==> config.mk <==
export PLATFORM = sky130hd
export DESIGN_NAME = hiseq_ram
export DESIGN_NICKNAME = d
export VERILOG_FILES = /design/src/hiseq_ram.sv
export SDC_FILE = /design/constraint.sdc
export NUM_CORES = 2
export LEC_CHECK = 0
export ABC_AREA = 1
export BUFFER_PORTS_ARGS = -buffer_cell sky130_fd_sc_hd__buf_2
export CAP_MARGIN = 20
export CELL_PAD_IN_SITES_DETAIL_PLACEMENT = 0
export CELL_PAD_IN_SITES_GLOBAL_PLACEMENT = 1
export CORE_MARGIN = 4
export CORE_UTILIZATION = 52
export DETAILED_ROUTE_END_ITERATION = 16
export PLACE_DENSITY = 0.84
export SKIP_LAST_GASP = 1
export SLEW_MARGIN = 20
export SYNTH_ARGS = -nofsm -noshare
export SYNTH_HDL_FRONTEND = slang
export SYNTH_SLANG_ARGS = --single-unit
==> constraint.sdc <==
create_clock -name clk -period 1.7 [get_ports clk]
set_input_delay 0 -clock clk [delete_from_list [all_inputs] [get_ports clk]]
set_output_delay 0 -clock clk [all_outputs]
set_load 0.01 [all_outputs]
==> src/hiseq_ram.sv <==
// Generic single-write, single-read RAM with registered read data.
`default_nettype none

module hiseq_ram #(
  parameter int WIDTH = 8,
  parameter int DEPTH = 256
) (
  input  wire logic                     clk,
  input  wire logic                     wr_en,
  input  wire logic [$clog2(DEPTH)-1:0] wr_addr,
  input  wire logic [WIDTH-1:0]         wr_data,
  input  wire logic                     rd_en,
  input  wire logic [$clog2(DEPTH)-1:0] rd_addr,
  output logic      [WIDTH-1:0]         rd_data
);

  logic [WIDTH-1:0] mem [DEPTH];

  always_ff @(posedge clk) begin
    if (wr_en) begin
      mem[wr_addr] <= wr_data;
    end
    if (rd_en) begin
      rd_data <= mem[rd_addr];
    end
  end

endmodule

`default_nettype wire

---- Word level (Yosys, flattened, before mapping) ----
Memory sizes are Yosys's and may differ from the RTL's. A register that Yosys moved wholly into a read port is not among the register bits.
Cells that the tools add are included.
cells by class
  multiplexer cells ....................... 2
operator list
  kind     number
  $mux W1  2
storage, ports and cells
  flip-flop bits (word level) ............. 0
  bits in writable memories ............... 2048
  output and inout bits ................... 8
  logic and storage cells ................. 3
  memories kept ........................... 1
memory list
  memory  depth  bits a word  rd ports  clocked after memory_dff  write ports  RTL line  RTL
  mem     256    8            1         1                         1            17        logic [WIDTH-1:0] mem [DEPTH];

---- Logic depth before layout (Yosys ltp) ----
  word-level depth ........................ 2
  gate-level depth with buffers ........... 15

---- Worst setup path before layout ----
No wires, ideal clock.
  path kind ............................... input-to-reg
  from .................................... input wr_en
  to ...................................... memory mem[162][0], enable pin
  arrival time ............................ 1121 ps
  required time ........................... 1330 ps
  path slack .............................. 209 ps
  stages on the path ...................... 4
  path through ............................ clkbuf_1 > nand3_1 > clkbuf_1 > nor2_1
on the way
  longest elaborated chain between the ends .. 2
RTL lines
  element                        RTL line  RTL
  start, declared                9         input wire logic wr_en,
  $mux W1                        20        if (wr_en) begin
  $mux W1 (not written as such)  21        mem[wr_addr] <= wr_data;
  end, declared                  17
No other way between the ends.

==> results.sh <==
export IMPL_p_per_area_nw_per_um2=1080
export IMPL_dp_hpwl_um=149000
export IMPL_worstHoldStart="wr_data[3]"
export IMPL_synth_area_per_cell_um2=11.9
export IMPL_syn_cell_area_um2=83500
export IMPL_relSlewSlack_pct=56.2
export IMPL_max_stage_delay_ns=0.36
export IMPL_row_count=146
export IMPL_antenna_found_initial=5
export IMPL_skew_ns=0.0274
export IMPL_critPathKind="reg -> reg"
export IMPL_die_area_um2=167000
export IMPL_wl_per_cell_um=24.0
export IMPL_startpoint="mem[133][7]"
export IMPL_final_area_um2=99600
export IMPL_vias=57822
export IMPL_track_usage_pct=27.8
export IMPL_max_vdd_ir_drop_v=0.00103
export IMPL_critPathLaunchType="flop"
export IMPL_drv_cap=0
export IMPL_ios=35
export IMPL_period_share_pct=101
export IMPL_synth_top_area_share_pct=74.0
export IMPL_ys_types=13
export IMPL_place_ws_ns=-0.695
export IMPL_gp_congestion=0.909
export IMPL_grt_pass1_vias=55344
export IMPL_synth_area_leaders="edfxtp_1 (74%), nand3_1 (12%), nand2_1 (9.5%), buf_2 (1.6%), nor2_1 (1.3%)"
export IMPL_grt_max_degree=98
export IMPL_core_area_um2=159000
export IMPL_synth_area_leader_cell="edfxtp_1"
export IMPL_min_path_type="in -> reg"
export IMPL_finalPower_mw=108
export IMPL_setup_viol=1
export IMPL_crit_path_end_kind="flop"
export IMPL_drcViolationCount=0
export IMPL_clock_root_buffer="clkbuf_16"
export IMPL_nNetsFinal=7567
export IMPL_drv_slew=0
export IMPL_drt_initial_drc_count=7069
export IMPL_worstMarginPinSlew_ns=0.657
export IMPL_arrival_ns=2.29
export IMPL_clk_pin_slew_worst_paths_ns=0.06
export IMPL_io_buffers=34
export IMPL_ant_nets=0
export IMPL_regArea_um2=61700
export IMPL_die_w_um=409
export IMPL_worstPathCellList="nand2_1, nand3_1, nand3_1, nand3_2, nand3_2, nand3_2, nand3_1, nand2_2, nand2_2, nand2_1"
export IMPL_status="finished with violations"
export IMPL_fill_cells=11699
export IMPL_syn_nets=7030
export IMPL_required_ns=2.27
export IMPL_rrSetupSlack_ns=-0.02
export IMPL_die_h_um=409
export IMPL_ys_seq_area_share_pct=74.0
export IMPL_cts_buffers=203
export IMPL_worstReg2RegStart="mem[133][7]"
export IMPL_routed_wl_um=235000
export IMPL_violations="negative setup slack"
export IMPL_cts_tree="done"
export IMPL_grt_pass1_wl_um=350000
export IMPL_clk_latency_ns=0.85
export IMPL_htreeDepth=4
export IMPL_multi_input_area_um2=20500
export IMPL_drtPass1Iterations=6
export IMPL_p_leak_nw=36.1
export IMPL_place_area_um2=91700
export IMPL_grt_setup_unrepaired="true"
export IMPL_drive_gt1_share_pct=17.0
export IMPL_postCtsSetupRepairBufs=0
export IMPL_critPathMaxFanout=1
export IMPL_hold_violations=0
export IMPL_viasPerCell=5.91
export IMPL_fin_tns_setup_ns=-0.0216
export IMPL_gr_total_overflow=0
export IMPL_synth_warnings=0
export IMPL_syn2layout_area_growth_pct=19.4
export IMPL_cts_num_sinks=2056
export IMPL_setup_ws_ns=-0.0216
export IMPL_start_util_pct=52.5
export IMPL_min_period_ns=1.72
export IMPL_ys_ff_latch=2056
export IMPL_syn_inst=7003
export IMPL_slowest_stage="edfxtp_1"
export IMPL_fmax_ghz=0.581
export IMPL_clk_path_buf_depth=3
export IMPL_holdWs_ns=0.0393
==> through the flow <==
| step | std cells | utilization (%) |
|---|---|---|
| after floorplan | 7003 | - |
| after global placement | 9394 | 57.7 |
| after detailed placement | 9394 | 57.7 |
| after CTS | 9777 | 62.1 |
| after global routing | 9777 | 62.7 |
| final | 9783 | 62.7 |
==> where the power goes <==
group          leakage [nW]  internal [mW]  switching, mW
Sequential             18.5           55.9         0.0656
Combinational          14.4           2.50           5.33
Clock                  3.17           25.3           18.7
==> routing by layer <==
metal  GRT usage, %  part of all wire, %
met3           5.65                   11
met5              0               0.0089
met4           11.2                  3.9
met2           43.4                   47
met1           38.7                   39
==> state kept, by name (all words and copies together) (netlist names) <==
| register | count |
|---|---|
| rd_data | 8 |
| mem | 2048 |
==> synthesized netlist by cell type <==
| cell | number |
|---|---|
| nand2_1 | 2123 |
| edfxtp_1 | 2056 |
| nand3_1 | 2019 |
| nor2_1 | 283 |
| buf_2 | 268 |
| clkbuf_1 | 112 |
| buf_4 | 46 |
| buf_1 | 40 |
| inv_1 | 36 |
| buf_6 | 16 |
| inv_2 | 2 |
| buf_8 | 1 |
| inv_4 | 1 |
==> final timing paths <==
kind / end / depth (start not counted)
worst max-delay path: rd_data[7] / 10
worst max register to register: rd_data[7] / 10
worst min register to register: rd_data[0] / 10
worst min-delay path: mem[122][3] / 2
==> worst max-delay path: cells and delay by family, from the launching register on <==
family | cells | cell delay, ns
DFF | 1 | 0.36
and+or+nand+nor | 10 | 1.10
==> what timing repair did <==
item | CTS | global route
hold buffers | 13 | 0
endpoints found under the hold margin | 2089 | 0
pin swaps | 9 | 43
resized for setup | 79 | 178
endpoints found under the setup margin | 8 | 8
==> layout by cell type (no fill, tap or decap), drive strengths merged <==
cell type and n:
clkinv 94, edfxtp 2056, nand3 2019, buf 802, clkinvlp 4, nor2 283
diode 6, bufinv 23, dlygate4sd3 13, inv 47, nand2 2123, clkbuf 241
==> logic make-up after synthesis <==
family	share of synthesized area [%]
DFF	74.0
and+or+nand+nor	22.9
buffers and inverters	3.12
==> layout make-up <==
cell class	instances	share of cell area, %
Antenna cell	6	0.0151
Sequential cell	2056	62.0
Inverter	39	0.181
Clock inverter	129	1.25
Timing Repair Buffer	815	8.19
Multi-Input combinational cell	4425	20.6
Tap cell	2072	2.60
Clock buffer	241	5.24
(Power assumes the default switching activity.)
