$ cat src/hiseq_div.sv
// Restoring divider, one quotient bit per cycle, for the mapping table build.
`default_nettype none

module hiseq_div #(
  parameter int WIDE = 25,
  parameter int DENW = 18,
  parameter int QW   = 8
) (
  input  wire logic            clk,
  input  wire logic            rst,
  input  wire logic            start,
  input  wire logic [WIDE-1:0] num,
  input  wire logic [DENW-1:0] den,
  output logic      [QW-1:0]   quot,
  output logic                 done
);

  localparam int CNTW = $clog2(QW + 1);

  logic [WIDE-1:0] rem;
  logic [WIDE-1:0] dsh;
  logic [CNTW-1:0] cnt;
  logic            busy;
  logic            ge;

  // Quotient is known to fit in QW bits, so start with the divisor at bit QW-1.
  assign ge = (rem >= dsh);

  always_ff @(posedge clk) begin
    if (rst) begin
      busy <= 1'b0;
      done <= 1'b0;
    end else begin
      done <= 1'b0;
      if (start) begin
        busy <= 1'b1;
      end else if (busy && (cnt == CNTW'(1))) begin
        busy <= 1'b0;
        done <= 1'b1;
      end
    end
  end

  always_ff @(posedge clk) begin
    if (start) begin
      rem  <= num;
      dsh  <= WIDE'(den) << (QW - 1);
      quot <= '0;
      cnt  <= CNTW'(QW);
    end else if (busy) begin
      if (ge) begin
        rem <= rem - dsh;
      end
      quot <= (quot << 1) | QW'(ge);
      dsh  <= dsh >> 1;
      cnt  <= cnt - CNTW'(1);
    end
  end

endmodule

`default_nettype wire
$ cat config.mk
export PLATFORM = sky130hd
export DESIGN_NAME = hiseq_div
export DESIGN_NICKNAME = d
export VERILOG_FILES = /design/src/hiseq_div.sv
export SDC_FILE = /design/constraint.sdc
export NUM_CORES = 1
export LEC_CHECK = 0
export BUFFER_PORTS_ARGS = -buffer_cell sky130_fd_sc_hd__buf_2
export CORE_MARGIN = 5
export CORE_UTILIZATION = 55
export CTS_CLUSTER_SIZE = 16
export DETAILED_ROUTE_END_ITERATION = 8
export GPL_ROUTABILITY_DRIVEN = 0
export PLACE_DENSITY = 0.79
export SLEW_MARGIN = 20
export SYNTH_ARGS = -nofsm -noshare
export SYNTH_HDL_FRONTEND = slang
export SYNTH_SLANG_ARGS = --single-unit
$ cat constraint.sdc
create_clock -name clk -period 3.53 [get_ports clk]
set_clock_uncertainty 0.2 [all_clocks]
set_input_delay 0.8825 -clock clk [delete_from_list [all_inputs] [get_ports clk]]
set_output_delay 0.8825 -clock clk [all_outputs]
set_load 0.01 [all_outputs]
Word-level counts from Yosys, hierarchy flattened. Cells that the tools add are included.

Word-level logic and storage cells: 26. Bits in latches: 0. Register bits after elaboration: 64. Memories kept: 0. RAM bits: 0. ROM bits: 0.

Muxes and demuxes: 8. Add/sub/neg operators: 2. Multiply operators: 0. Reductions and logical operators: 6. Equal/unequal tests: 1. Shift-type cells: 0. Divide/modulo/power cells: 0. $lt $le $gt $ge: 1. Bitwise gates (word level): 1.

Operators with widths (number): $mux 25 (5); $ge 25x25->1 (1); $sub 25x25->25 (1); $or 8x1->8 (1); $reduce_bool 2->1 (3); $eq 4x1->1 const B (1); $sub 4x1->4 const B (1); $mux 1 (3); $reduce_and 2->1 (1); $reduce_or 2->1 (1); $logic_and 1x1->1 (1).

Longest topological paths before layout.
Depth in word-level cells: 4. Gate-level depth with buffers: 10. Gate-level depth less buffers: 10.

Least setup slack after synthesis. Ideal clock, no wire load.

Path type: register -> register. From: reg dsh[1]. To: reg rem[0], enable pin. Data arrival time: 2540 ps. Cell stages (with the launch flop): 10. Clock period less this slack: 3121 ps. Setup time: 381 ps. Data required time: 2949 ps. Path buffers: 0. Slack: 409 ps. Cells stage by stage: dfxtp_1 > inv_1 > ha_1 > or2b_1 > a21oi_1 > o211ai_1 > o21ai_2 > a21oi_1 > o41ai_1 > a21o_1.

Longest elaborated chain between the ends: 3.

Ends and longest elaborated chain: start, declared (line 21) `logic [WIDE-1:0] dsh;`; start signal, assigned (line 47) `dsh <= WIDE'(den) << (QW - 1);`; start signal, assigned (line 55) `dsh <= dsh >> 1;`; $ge 25x25->1 (line 27) `assign ge = (rem >= dsh);`; $reduce_bool 2->1 (no line); $reduce_and 2->1 (no line); end signal, assigned (line 46) `rem <= num;`; end signal, assigned (line 52) `rem <= rem - dsh;`; end, declared (line 20) `logic [WIDE-1:0] rem;`.

No other way between the ends. A chain may end at the register's enable or synchronous reset.

Worst setup path after layout.
From: reg dsh[1]. To: reg rem[23], enable pin.

The elaborated chain is that of the path after synthesis.

==> metrics <==
ANT nets after route 0; vias in the first global route 3352; Filler cells 592; Logic pwr share 0.423; Clock power frac 0.221; largest net degree at the start of global routing 79; IO buf count 54; Post-Place Cells 560; DRC Markers 0; total net switching power 1.05 mW; RSZ-0062 raised after global routing no; CTS buffer count 9; Max VDD drop 0.410 mV; Rel. slew slack 0.480; GRT Total Usage 0.219; Max Cap Viol 0; Vias/cell 5.76; first-pass GRT wire length 15400 µm; Post-Syn Area 4000 µm²; clock root buffer clkbuf_8; Post-CTS Setup Inserts 0; crit path launch type flop; synth top area cells edfxtp_1 (32%), dfxtp_1 (11%), ha_1 (8.5%); Seq/Total Area, Yosys 0.428; H-tree depth 3; Post-synth ARST share 0; Static Leakage 1.94 nW; grt ovf 0; Critical Path Sink Type flop; Primary FF master, synth edfxtp_1; final net count 546; EDFF count, synth 43; Switching Fraction 0.373; die area 9070 µm²; initial drt markers 288; Area Overhead vs Synth 14.5%; CTS tree built; Worst-Skew Late Latency 0.35 ns; type of the tightest min-delay check flop to flop; final setup fails 0; Post-Syn Instances 419; critical path class flop to flop; Pre-Repair DR Iteration Count 5; via count 3320; Synth top area share 0.323; fmax 0.309 GHz; YS warnings 0; share of layout cells above drive strength 1 0.187; fin crit share 0.918; antenna diode count 0; Die W 95.3 µm; hold depth 2; Post-Layout Cell Count 576; initial antenna violation count 0; Worst-Margin Slew 0.779 ns; CTS Buffer Depth 2; register area 1710 µm²; critical path peak fanout 12; WL final 9060 µm; setup tns final 0 ns; Rows 31; crit path DAT 3.08 ns; Core Region 7180 µm²; Final min period 3.24 ns; cell accounting for the most synthesized area edfxtp_1; syn_area_per_cell 9.54 µm²; WL/cell 15.7 µm; IO Count 55; Sequential Power Share 0.356; most common cell after layout, fill and taps aside buf_2; Sink Count 64; Die H 95.3 µm; synthesis-stage register bit count 64; status finished clean; dpl hpwl 6720 µm; Req. time, crit path 3.37 ns; most frequent cells in the layout buf_2 (54), nand2_1 (44), edfxtp_1 (43); starting density of the core 0.557; Final Slew Violations 0; clock slew at reported path FFs 0.07 ns; Mapped Nets 493; power per cell area 616 nW/µm²; internal power 1.77 mW; area of the multi-input gates 2100 µm²; worst reg-to-reg path cell count 10; Yosys cell types 55; Final Hold Fails 0
[critical path, stage by stage (launching register included)]
cell	delay, ns
dfxtp_1	0.40
inv_1	0.07
ha_1	0.29
or2b_1	0.24
a21oi_1	0.20
o211ai_1	0.16
o21ai_2	0.22
a21oi_1	0.14
o41ai_1	0.44
a21o_2	0.30
buf_4	0.26
[cell usage after synthesis (2+ instances only)]
library cell	number
clkbuf_1	12
and2_1	3
nand3_1	5
a211oi_1	6
mux2i_1	17
nor3_1	5
nor2b_1	3
ha_1	27
a221oi_1	3
edfxtp_1	43
a22o_1	17
xnor2_1	10
a311oi_1	2
nand2b_1	3
a21oi_2	2
dfxtp_1	21
nor2_1	40
o21ai_2	2
o21ai_0	31
nand4_1	5
o21a_1	3
or2_2	2
a21o_1	8
inv_1	31
nor4_1	6
nand2_1	44
xor2_1	10
a31oi_1	4
nor3b_1	2
a21oi_1	21
buf_1	4
o211ai_1	4
[final cells by class]
| type | count | area share |
|---|---|---|
| Timing Repair Buffer | 59 | 0.0700 |
| Inverter | 32 | 0.0262 |
| Sequential cell | 64 | 0.374 |
| Multi-Input combinational cell | 306 | 0.460 |
| Clock inverter | 5 | 0.00765 |
| Clock buffer | 11 | 0.0355 |
| Tap cell | 99 | 0.0271 |
[repair_timing]
action                                 in CTS  in global routing
endpoints found under the hold margin       0                  0
resized for setup                           0                  1
setup endpoints to repair                   0                 12
hold buffers                                0                  0
[per-stage QoR]
stage | util | total power [mW] | setup slack (ns) | area, µm² | hold WS [ns]
floorplan | - | 1.92 | 0.409 | 4000 | 0.257
global placement | 0.610 | 2.14 | 0.360 | 4380 | 0.274
detailed placement | 0.610 | 2.19 | 0.257 | 4380 | 0.291
CTS | 0.638 | 2.82 | 0.235 | 4580 | 0.304
global route | 0.638 | 3.03 | 0.0318 | 4580 | 0.337
finish | 0.638 | 2.82 | 0.290 | 4580 | 0.296
[layer usage]
metal / GRT usage / part of all wire
met4: 0.0889 / 0.025
met2: 0.358 / 0.48
met1: 0.282 / 0.44
met3: 0.0434 / 0.059
met5: 0 / 0
[cells by family after synthesis]
kind of cell	synth area share
simple gates	0.144
flops	0.428
buf+inv	0.0463
fa+ha+maj	0.0895
xor+xnor	0.0438
mux	0.0463
compound gates	0.202
[power by group through the flow]
stage | combinational (mW) | sequential, mW | clock [mW]
after floorplan | 0.920 | 1.00 | 0
after global placement | 1.13 | 1.01 | 0
after detailed placement | 1.17 | 1.02 | 0
after CTS | 1.18 | 1.00 | 0.641
after global routing | 1.33 | 1.01 | 0.680
final | 1.19 | 1.00 | 0.624
[final timing paths]
check	endpoint	slack, ns	startpoint
setup / recovery	rem[23]$_DFFE_PP_	0.29	dsh[1]$_SDFFE_PP0P_
hold / removal	quot[7]$_SDFFE_PP0P_	0.30	quot[7]$_SDFFE_PP0P_
setup reg to reg	rem[23]$_DFFE_PP_	0.29	dsh[1]$_SDFFE_PP0P_
hold reg to reg	quot[7]$_SDFFE_PP0P_	0.30	quot[7]$_SDFFE_PP0P_
[flip-flops by register name (all words and copies together) (netlist names)]
register / cells
quot: 8
rem: 25
dsh: 25
busy: 1
cnt: 4
done: 1
No activity file was read; power rests on OpenSTA's default activity.
